===== config.mk =====
export PLATFORM = sky130hd
export DESIGN_NAME = multipart_body_scanner
export DESIGN_NICKNAME = d
export VERILOG_FILES = /design/src/hw/rtl/mbs_pkg.sv /design/src/hw/rtl/mbs_parse.sv /design/src/hw/rtl/mbs_window.sv /design/src/hw/rtl/multipart_body_scanner.sv
export SDC_FILE = /design/constraint.sdc
export NUM_CORES = 2
export LEC_CHECK = 0
export BUFFER_PORTS_ARGS = -buffer_cell sky130_fd_sc_hd__buf_2
export CELL_PAD_IN_SITES_DETAIL_PLACEMENT = 0
export CELL_PAD_IN_SITES_GLOBAL_PLACEMENT = 2
export CORE_MARGIN = 1
export CORE_UTILIZATION = 30
export CTS_CLUSTER_SIZE = 25
export DETAILED_ROUTE_END_ITERATION = 12
export PLACE_DENSITY = 0.67
export SYNTH_ARGS = -nofsm -noshare
export SYNTH_HDL_FRONTEND = slang
export SYNTH_SLANG_ARGS = --single-unit
export TNS_END_PERCENT = 1

===== constraint.sdc =====
create_clock -name clock -period 24 [get_ports clock]
set_input_delay 2.4 -clock clock [delete_from_list [all_inputs] [get_ports clock]]
set_output_delay 2.4 -clock clock [all_outputs]
set_load 0.005 [all_outputs]

===== src/hw/rtl/mbs_pkg.sv =====
`timescale 1ns / 1ps
package mbs_pkg;

   localparam int MAX_BOUNDARY = 80;
   localparam int WIN_DEPTH    = MAX_BOUNDARY + 2;
   localparam int LEN_W        = $clog2(MAX_BOUNDARY + 1);
   localparam int HOLD_W       = $clog2(WIN_DEPTH + 1);

   localparam logic [7:0] CH_CR = 8'h0D;
   localparam logic [7:0] CH_LF = 8'h0A;

   localparam logic [1:0] MODE_BOUNDARY = 2'd0;
   localparam logic [1:0] MODE_HEADERS  = 2'd1;
   localparam logic [1:0] MODE_IMAGE    = 2'd2;
   localparam logic [1:0] MODE_DONE     = 2'd3;

   typedef struct packed {
      logic [7:0] body_byte;
      logic       body_start;
   } req_item_type;

   typedef struct packed {
      logic [7:0] data_byte;
      logic       data_valid;
      logic       image_started;
      logic       image_ended;
   } rsp_item_type;

   typedef logic [MAX_BOUNDARY-1:0][7:0] bnd_array_type;

   typedef struct packed {
      logic              push;
      logic              clear;
      logic [7:0]        data;
      logic [HOLD_W-1:0] hold;
   } win_ctl_type;

   typedef struct packed {
      logic       drain;
      logic [7:0] data;
      logic       match;
   } win_stat_type;

endpackage


===== src/hw/rtl/mbs_parse.sv =====
`timescale 1ns / 1ps
module mbs_parse
   import mbs_pkg::*;
(
   input  logic          clock,
   input  logic          reset,
   input  logic          step,
   input  req_item_type  item,
   input  win_stat_type  stat,
   output win_ctl_type   ctl,
   output bnd_array_type bnd,
   output logic [LEN_W-1:0] blen,
   output logic          started
);

   logic [1:0]       mode_ff, mode_in, mode_cur;
   logic [LEN_W-1:0] line_ff, line_in, line_cur;
   logic [LEN_W-1:0] blen_ff, blen_in, blen_cur;
   bnd_array_type    bnd_ff;
   logic             bnd_wr;
   logic [7:0]       c;

   always_comb begin
      c        = item.body_byte;
      mode_cur = item.body_start ? MODE_BOUNDARY : mode_ff;
      line_cur = item.body_start ? '0 : line_ff;
      blen_cur = item.body_start ? '0 : blen_ff;
      mode_in  = mode_ff;
      line_in  = line_ff;
      blen_in  = blen_ff;
      bnd_wr   = 1'b0;
      started  = 1'b0;
      ctl.push  = 1'b0;
      ctl.clear = 1'b0;
      ctl.data  = c;
      ctl.hold  = HOLD_W'(blen_ff) + HOLD_W'(2);
      if (step) begin
         mode_in = mode_cur;
         line_in = line_cur;
         blen_in = blen_cur;
         unique case (mode_cur)
            MODE_BOUNDARY: begin
               if (c == CH_LF) begin
                  blen_in = line_cur;
                  line_in = '0;
                  mode_in = MODE_HEADERS;
               end else if (c != CH_CR && line_cur < LEN_W'(MAX_BOUNDARY)) begin
                  bnd_wr  = 1'b1;
                  line_in = line_cur + LEN_W'(1);
               end
            end
            MODE_HEADERS: begin
               if (c == CH_LF) begin
                  if (line_cur == '0) begin
                     mode_in   = MODE_IMAGE;
                     started   = 1'b1;
                     ctl.clear = 1'b1;
                  end
                  line_in = '0;
               end else if (c != CH_CR && line_cur < LEN_W'(MAX_BOUNDARY)) begin
                  line_in = line_cur + LEN_W'(1);
               end
            end
            MODE_IMAGE: begin
               ctl.push = 1'b1;
               if (stat.match) begin
                  mode_in = MODE_DONE;
               end
            end
            MODE_DONE: begin
            end
            default: begin
            end
         endcase
      end
   end

   always_ff @(posedge clock) begin
      if (reset) begin
         mode_ff <= MODE_BOUNDARY;
         line_ff <= '0;
         blen_ff <= '0;
      end else begin
         mode_ff <= mode_in;
         line_ff <= line_in;
         blen_ff <= blen_in;
      end
   end

   always_ff @(posedge clock) begin
      for (int k = 0; k < MAX_BOUNDARY; k++) begin
         if (bnd_wr && line_cur == LEN_W'(k)) begin
            bnd_ff[k] <= c;
         end
      end
   end

   assign bnd  = bnd_ff;
   assign blen = blen_ff;

endmodule


===== src/hw/rtl/mbs_window.sv =====
`timescale 1ns / 1ps
module mbs_window
   import mbs_pkg::*;
(
   input  logic             clock,
   input  logic             reset,
   input  win_ctl_type      ctl,
   input  bnd_array_type    bnd,
   input  logic [LEN_W-1:0] blen,
   output win_stat_type     stat
);

   logic [WIN_DEPTH-1:0][7:0] win_ff, win_in, win_shift;
   logic [HOLD_W-1:0]         fill_ff, fill_next;
   logic                      full;
   logic                      hit;

   always_comb begin
      full      = !(fill_ff < ctl.hold);
      fill_next = full ? ctl.hold : fill_ff + HOLD_W'(1);
      win_shift = {win_ff[WIN_DEPTH-1], win_ff[WIN_DEPTH-1:1]};
      for (int k = 0; k < WIN_DEPTH; k++) begin
         win_in[k] = (HOLD_W'(k) == ctl.hold - HOLD_W'(1)) ? ctl.data : win_shift[k];
      end
      hit = (win_in[0] == CH_CR) && (win_in[1] == CH_LF);
      for (int i = 0; i < MAX_BOUNDARY; i++) begin
         if (LEN_W'(i) < blen && win_in[i+2] != bnd[i]) begin
            hit = 1'b0;
         end
      end
      stat.drain = ctl.push && full;
      stat.data  = win_ff[0];
      stat.match = ctl.push && (fill_next == ctl.hold) && hit;
   end

   always_ff @(posedge clock) begin
      if (reset) begin
         fill_ff <= '0;
      end else if (ctl.clear || stat.match) begin
         fill_ff <= '0;
      end else if (ctl.push) begin
         fill_ff <= fill_next;
      end
   end

   always_ff @(posedge clock) begin
      if (ctl.push) begin
         win_ff <= win_in;
      end
   end

endmodule


===== src/hw/rtl/multipart_body_scanner.sv =====
`timescale 1ns / 1ps
// An accepted byte waits in the input register; its result goes to the output register once free.
// One byte per cycle while rsp_stall is low; input and output registers keep both sides moving.
// Bytes that produce no result are consumed without a transaction on the rsp channel.
// Reset (synchronous, active high) empties both registers and returns the scanner to
// boundary collection; boundary and window storage keep their contents and are rewritten.
module multipart_body_scanner
   import mbs_pkg::*;
(
   input  logic         clock,
   input  logic         reset,
   input  logic         req_valid,
   output logic         req_stall,
   input  req_item_type req_item,
   output logic         rsp_valid,
   input  logic         rsp_stall,
   output rsp_item_type rsp_item
);

   logic             in_valid_ff;
   req_item_type     in_item_ff;
   logic             out_valid_ff;
   rsp_item_type     out_item_ff;
   rsp_item_type     out_item_in;
   logic             out_free;
   logic             step;
   logic             started;
   win_ctl_type      ctl;
   win_stat_type     stat;
   bnd_array_type    bnd;
   logic [LEN_W-1:0] blen;

   assign out_free  = !out_valid_ff || !rsp_stall;
   assign step      = in_valid_ff && out_free;
   assign req_stall = in_valid_ff && !out_free;

   mbs_parse u_parse (
      .clock   (clock),
      .reset   (reset),
      .step    (step),
      .item    (in_item_ff),
      .stat    (stat),
      .ctl     (ctl),
      .bnd     (bnd),
      .blen    (blen),
      .started (started)
   );

   mbs_window u_window (
      .clock (clock),
      .reset (reset),
      .ctl   (ctl),
      .bnd   (bnd),
      .blen  (blen),
      .stat  (stat)
   );

   always_comb begin
      out_item_in.data_valid    = stat.drain;
      out_item_in.data_byte     = stat.drain ? stat.data : 8'h00;
      out_item_in.image_started = started;
      out_item_in.image_ended   = stat.match;
   end

   always_ff @(posedge clock) begin
      if (reset) begin
         in_valid_ff  <= 1'b0;
         out_valid_ff <= 1'b0;
      end else begin
         if (!req_stall) begin
            in_valid_ff <= req_valid;
         end
         if (out_free) begin
            out_valid_ff <= step && (out_item_in.data_valid || out_item_in.image_started
                                     || out_item_in.image_ended);
         end
      end
   end

   always_ff @(posedge clock) begin
      if (!req_stall && req_valid) begin
         in_item_ff <= req_item;
      end
      if (out_free) begin
         out_item_ff <= out_item_in;
      end
   end

   assign rsp_valid = out_valid_ff;
   assign rsp_item  = out_item_ff;

endmodule


Word level (Yosys, flattened, before mapping)
Index checks and enable logic that the tools add are counted.
Storage, ports and cells
  flip-flop bits (word level): 1341
  bits in latches: 0
  RAM bits: 0
  ROM bits: 0
  input bits: 13
  output and inout port bits: 13
  memories kept: 0
Operators by class
  $add $sub $neg: 4
  $mul: 0
  div/mod/pow operators: 0
  magnitude comparators: 82
  equal/unequal tests: 247
  shift-type cells: 0
  multiplexer cells: 186
  bitwise gates (word level): 0
  reduce and logical (&&, ||, !) cells: 183
Operators with widths (number)
  $mux W8: 82
  $ne A8 B8 Y1: 80
  $eq A6 B7 Y1 const A: 32
  $eq A7 B6 Y1 const B: 32
  $lt A6 B7 Y1 const A: 32
  $logic_and A1 B1 Y1: 169
  $eq A7 B7 Y1 const A: 18
  $eq A5 B7 Y1 const A: 16
  $eq A7 B5 Y1 const B: 16
  $eq A7 B7 Y1 const B: 16
  $lt A5 B7 Y1 const A: 16
  $lt A7 B7 Y1 const A: 16
  $mux W1: 89
  $eq A4 B7 Y1 const A: 8
  $eq A7 B4 Y1 const B: 8
  $lt A4 B7 Y1 const A: 8
  $mux W7: 8
  $eq A3 B7 Y1 const A: 4
  $eq A7 B3 Y1 const B: 4
  $lt A3 B7 Y1 const A: 4
  $eq A8 B4 Y1 const B: 3
  $add A7 B1 Y7 const B: 2
  $eq A2 B7 Y1 const A: 2
  $eq A7 B2 Y1 const B: 2
  other kinds (19): 35

Longest topological paths before layout
  depth after elaboration: 89
  mapped depth: 19
  mapped depth without buffers: 16

Cells and area by module
A second synthesis with hierarchy kept.
Unflattened totals
  cells, all modules: 5544
  area total of the unflattened synthesis: 65766.8 sq um
By module, submodules not included
  mbs_window: times used 1, cells an instance 4606, area an instance 44108.6 sq um, sequential area each 19839.0 sq um
  mbs_parse: times used 1, cells an instance 899, area an instance 20908.8 sq um, sequential area each 19538.7 sq um
  multipart_body_scanner: times used 1, cells an instance 39, area an instance 749.5 sq um, sequential area each 640.6 sq um

Least setup slack after synthesis
OpenSTA, ideal clock, no wires.
  path type: input -> register
  from: in rsp_stall
  to: reg u_window.fill_ff[2]
  arrival: 23.342 ns
  data required time: 23.870 ns
  setup slack: 0.528 ns
  stages: 10
  buffers on the path: 1
  path through: nand2_1 > nand2_1 > or4_1 > inv_1 > clkbuf_1 > o21ai_0 > nand2_1 > o21ai_0 > nand2_1 > nor2_1
RTL lines
  start, declared: line multipart_body_scanner.sv:16  | input logic rsp_stall,
  end signal, assigned: line mbs_window.sv:42  | fill_ff <= fill_next;
  end, declared: line mbs_window.sv:14  | logic [HOLD_W-1:0] fill_ff, fill_next;

==> results by group <==
Worst setup path
  • Maximum fanout along the worst path: 21
  • Critical path endpoint category: register
  • Worst setup SP type: register
  • Crit path DAT: 8.63 ns
  • Critical path type: reg -> reg
  • Reg2Reg Depth: 14
  • Data required time at the worst endpoint: 24.74 ns

Synthesis
  • Mapped Nets: 5221
  • Post-synth EDFFs: 1316
  • Synth warn: 0
  • Number of distinct library cells after synthesis: 98
  • Simple-gate portion of the synthesized area: 0.0852
  • Mux contribution to synthesized area: 0.0821
  • Mapped Cells: 5192
  • Largest family of logic cells by synthesized area: compound AO/OA/AOI/OAI gates
  • Yosys reg bits: 1341
  • Adder-Cell Fraction of Synth Area: 0.00302
  • Leading register cell type out of synthesis: edfxtp_1
  • Synth Area in Compound Gates: 0.100
  • Post-synth ARST share: 0
  • Register area share after synthesis: 0.604
  • Avg Inst Size Synth: 12.8 sq um
  • Synth Area in XOR/XNOR: 0.0900
  • Synth Cell Area: 66300 sq um

Die
  • Die H: 472 microns
  • Initial Utilization: 0.302
  • Die width: 472 microns
  • Total core area: 220000 sq um
  • Cell row count: 172
  • Die area: 223000 sq um
  • # IOs: 26

Clocking
  • TritonCTS buffer count: 157
  • Clk_lat worst skew: 0.82 ns
  • Clock sink count: 1341
  • Post-CTS Hold Buffers: 0
  • H-tree Lvls: 4
  • # resized after CTS: 0
  • Reg clk slew, reported paths: 0.06 ns
  • Post-CTS Setup Bufs: 0
  • Clock root buffer: clkbuf_16
  • Clk buf depth: 3
  • CTS tree: done

Global routing
  • Remaining global-route overflow: 0
  • Pin count of the biggest net entering global routing: 169
  • Vias in the first global route: 44120
  • First-pass GRT wire length: 332000 microns
  • Initial antenna violation count: 20
  • Total GRT Usage: 0.207

Power
  • P_leak: 22.7 nW
  • Sw Pwr: 1.15 mW
  • Power share of the combinational group: 0.040
  • Max IR drop VDD: 0.0689 mV
  • Pwr/cell area: 68.0 nW/um^2
  • Sequential power share: 0.501
  • Sw Share: 0.226
  • Tot Pwr: 5.12 mW
  • Clock network fraction of total power: 0.459
  • Internal Power: 3.96 mW

Drt
  • Via Count: 44813
  • Drt wl/cell: 28.4 microns
  • Routed Wire Length: 234000 microns
  • Remaining DRCs: 0
  • Drt first pass iters: 10
  • Post-DR vias/cell: 5.42
  • Starting DRC count in detailed routing: 5025
  • ANT nets after route: 0

Layout
  • Fillers: 21449
  • Nets: 5286
  • Layout Cells excl Fill: 8267
  • Share of layout cells above drive strength 1: 0.163
  • P&R area growth vs syn: 13.5%
  • Fin area: 75200 sq um
  • Multi-input gate area: 24000 sq um
  • FF+latch area: 40000 sq um

STA
  • Final slew viol count: 0
  • Final setup TNS: 0 ns
  • Final Worst Setup Slack: 16.11 ns
  • Final Setup Violations: 0
  • Final Skew: 0.0352 ns
  • Post-route minimum period: 7.89 ns
  • Max Fclk: 0.127 GHz
  • Fin crit share: 0.329
  • Worst Tran Pin Value: 1.31 ns
  • Final hold violations: 0
  • RSZ-0062 raised after global routing: no
  • Slew HR: 0.105

Placed design
  • Number of buffers added on ports: 25
  • Placed cell areas: 70200 sq um
  • Place WS: 16.50 ns
  • Cells after DPL: 7969
  • Placer congestion estimate: 0.960
  • HPWL Detailed: 162000 microns

Worst hold path
  • Hold path cells: 2
  • Hold crit path type: reg -> reg

Job
  • MaxCap Viol Count: 0

Run status
  • Outcome: completed
-- state kept, by name, indices dropped and copies added (netlist names) --
| name | cells |
|---|---|
| in_item_ff | 9 |
| rsp_item | 11 |
| u_parse.line_ff | 7 |
| u_parse.blen | 7 |
| rsp_valid | 1 |
| in_valid_ff | 1 |
| u_window.stat | 8 |
| u_parse.bnd | 640 |
| u_window.fill_ff | 7 |
| u_window.win_ff | 648 |
| u_parse.mode_ff | 2 |
-- final cells by class --
cell class,count,area share
clock buffer,192,0.0547
tap,2871,0.0478
clock inverter,97,0.0118
antenna,9,0.000299
inverter,356,0.0179
multi-input combinational,3239,0.319
timing repair buffer,162,0.0168
sequential,1341,0.532
-- cell usage in the layout (no fill, tap or decap), types with 130 or more instances in the layout --
| cell type | synthesis | final |
|---|---|---|
| clkbuf_16 | 0 | 159 |
| edfxtp_1 | 1316 | 1316 |
| inv_1 | 346 | 342 |
| mux2_2 | 396 | 396 |
| nand2_1 | 305 | 305 |
| nor2_1 | 193 | 192 |
| o21ai_0 | 239 | 238 |
| o22ai_1 | 130 | 130 |
| xnor2_1 | 316 | 316 |
| xor2_1 | 356 | 356 |
-- critical path: stages, from the launching register on --
cell       delay, ns
dfxtp_1         0.90
ha_1            0.35
xor2_2          0.69
inv_2           0.33
nor3_1          0.83
nand3_1         0.46
a21oi_2         0.60
mux2_2          0.42
a22oi_1         0.21
a32oi_1         0.32
a2111oi_0       1.17
o2111ai_1       0.48
nor2_1          0.18
nor4b_1         0.66
o21bai_1        0.20
-- path summary, 6_finish.rpt --
path	start	to	slack, ns
hold / removal	u_parse.line_ff[0]	u_parse.line_ff[0]	0.51
setup reg to reg	u_parse.blen[1]	rsp_valid	16.11
hold reg to reg	u_parse.line_ff[0]	u_parse.line_ff[0]	0.51
setup / recovery	u_parse.blen[1]	rsp_valid	16.11
-- routing by layer --
layer	wire, microns	share of wire	vias to the layer above	GRT usage
li1	-	-	19768	-
met1	103000	0.44	22867	0.283
met2	104000	0.45	1743	0.319
met3	16100	0.069	427	0.0363
met4	10400	0.044	8	0.0892
met5	58	0.00025	-	0
-- through the flow --
step | utilization | hold WS [ns]
finish | 0.343 | 0.511
global route | 0.343 | 0.532
global placement | 0.320 | 0.491
floorplan | - | 0.455
detailed placement | 0.320 | 0.499
CTS | 0.343 | 0.505
-- cell families (layout without fill, tap and decap cells) --
logic type / after synthesis / count (layout)
muxes: 492 / 492
and+or+nand+nor: 1095 / 1095
other: 0 / 9
buffers and inverters: 612 / 807
AOI/OAI and AO/OA: 960 / 960
xor gates and xnor gates: 676 / 676
adders and majority gates: 16 / 16
DFF: 1341 / 1341
-- power groups by stage --
stage,clock network (mW),registers (mW),logic (mW)
after floorplan,0,2.63,0.0906
after global placement,0,2.61,0.206
after detailed placement,0,2.61,0.207
after CTS,2.39,2.56,0.208
after global routing,2.48,2.56,0.216
final,2.35,2.56,0.205
-- Yosys cell counts, types with 33 or more instances --
library cell,n,area (sq um)
a222oi_1,37,370
nand2_1,305,1140
nor2_1,193,724
o22ai_1,130,813
nor4_1,99,619
mux2_2,396,4460
edfxtp_1,1316,39500
a22oi_1,33,248
inv_1,346,1300
clkbuf_1,196,736
xor2_1,356,3120
nand3_1,91,455
o21ai_0,239,1200
nor3_1,79,395
xnor2_1,316,2770
buf_1,38,143
nand4_1,102,638
a21oi_1,105,526
mux2i_1,92,921
a221oi_1,40,350
Note: power is estimated with default switching activity, not from simulation.
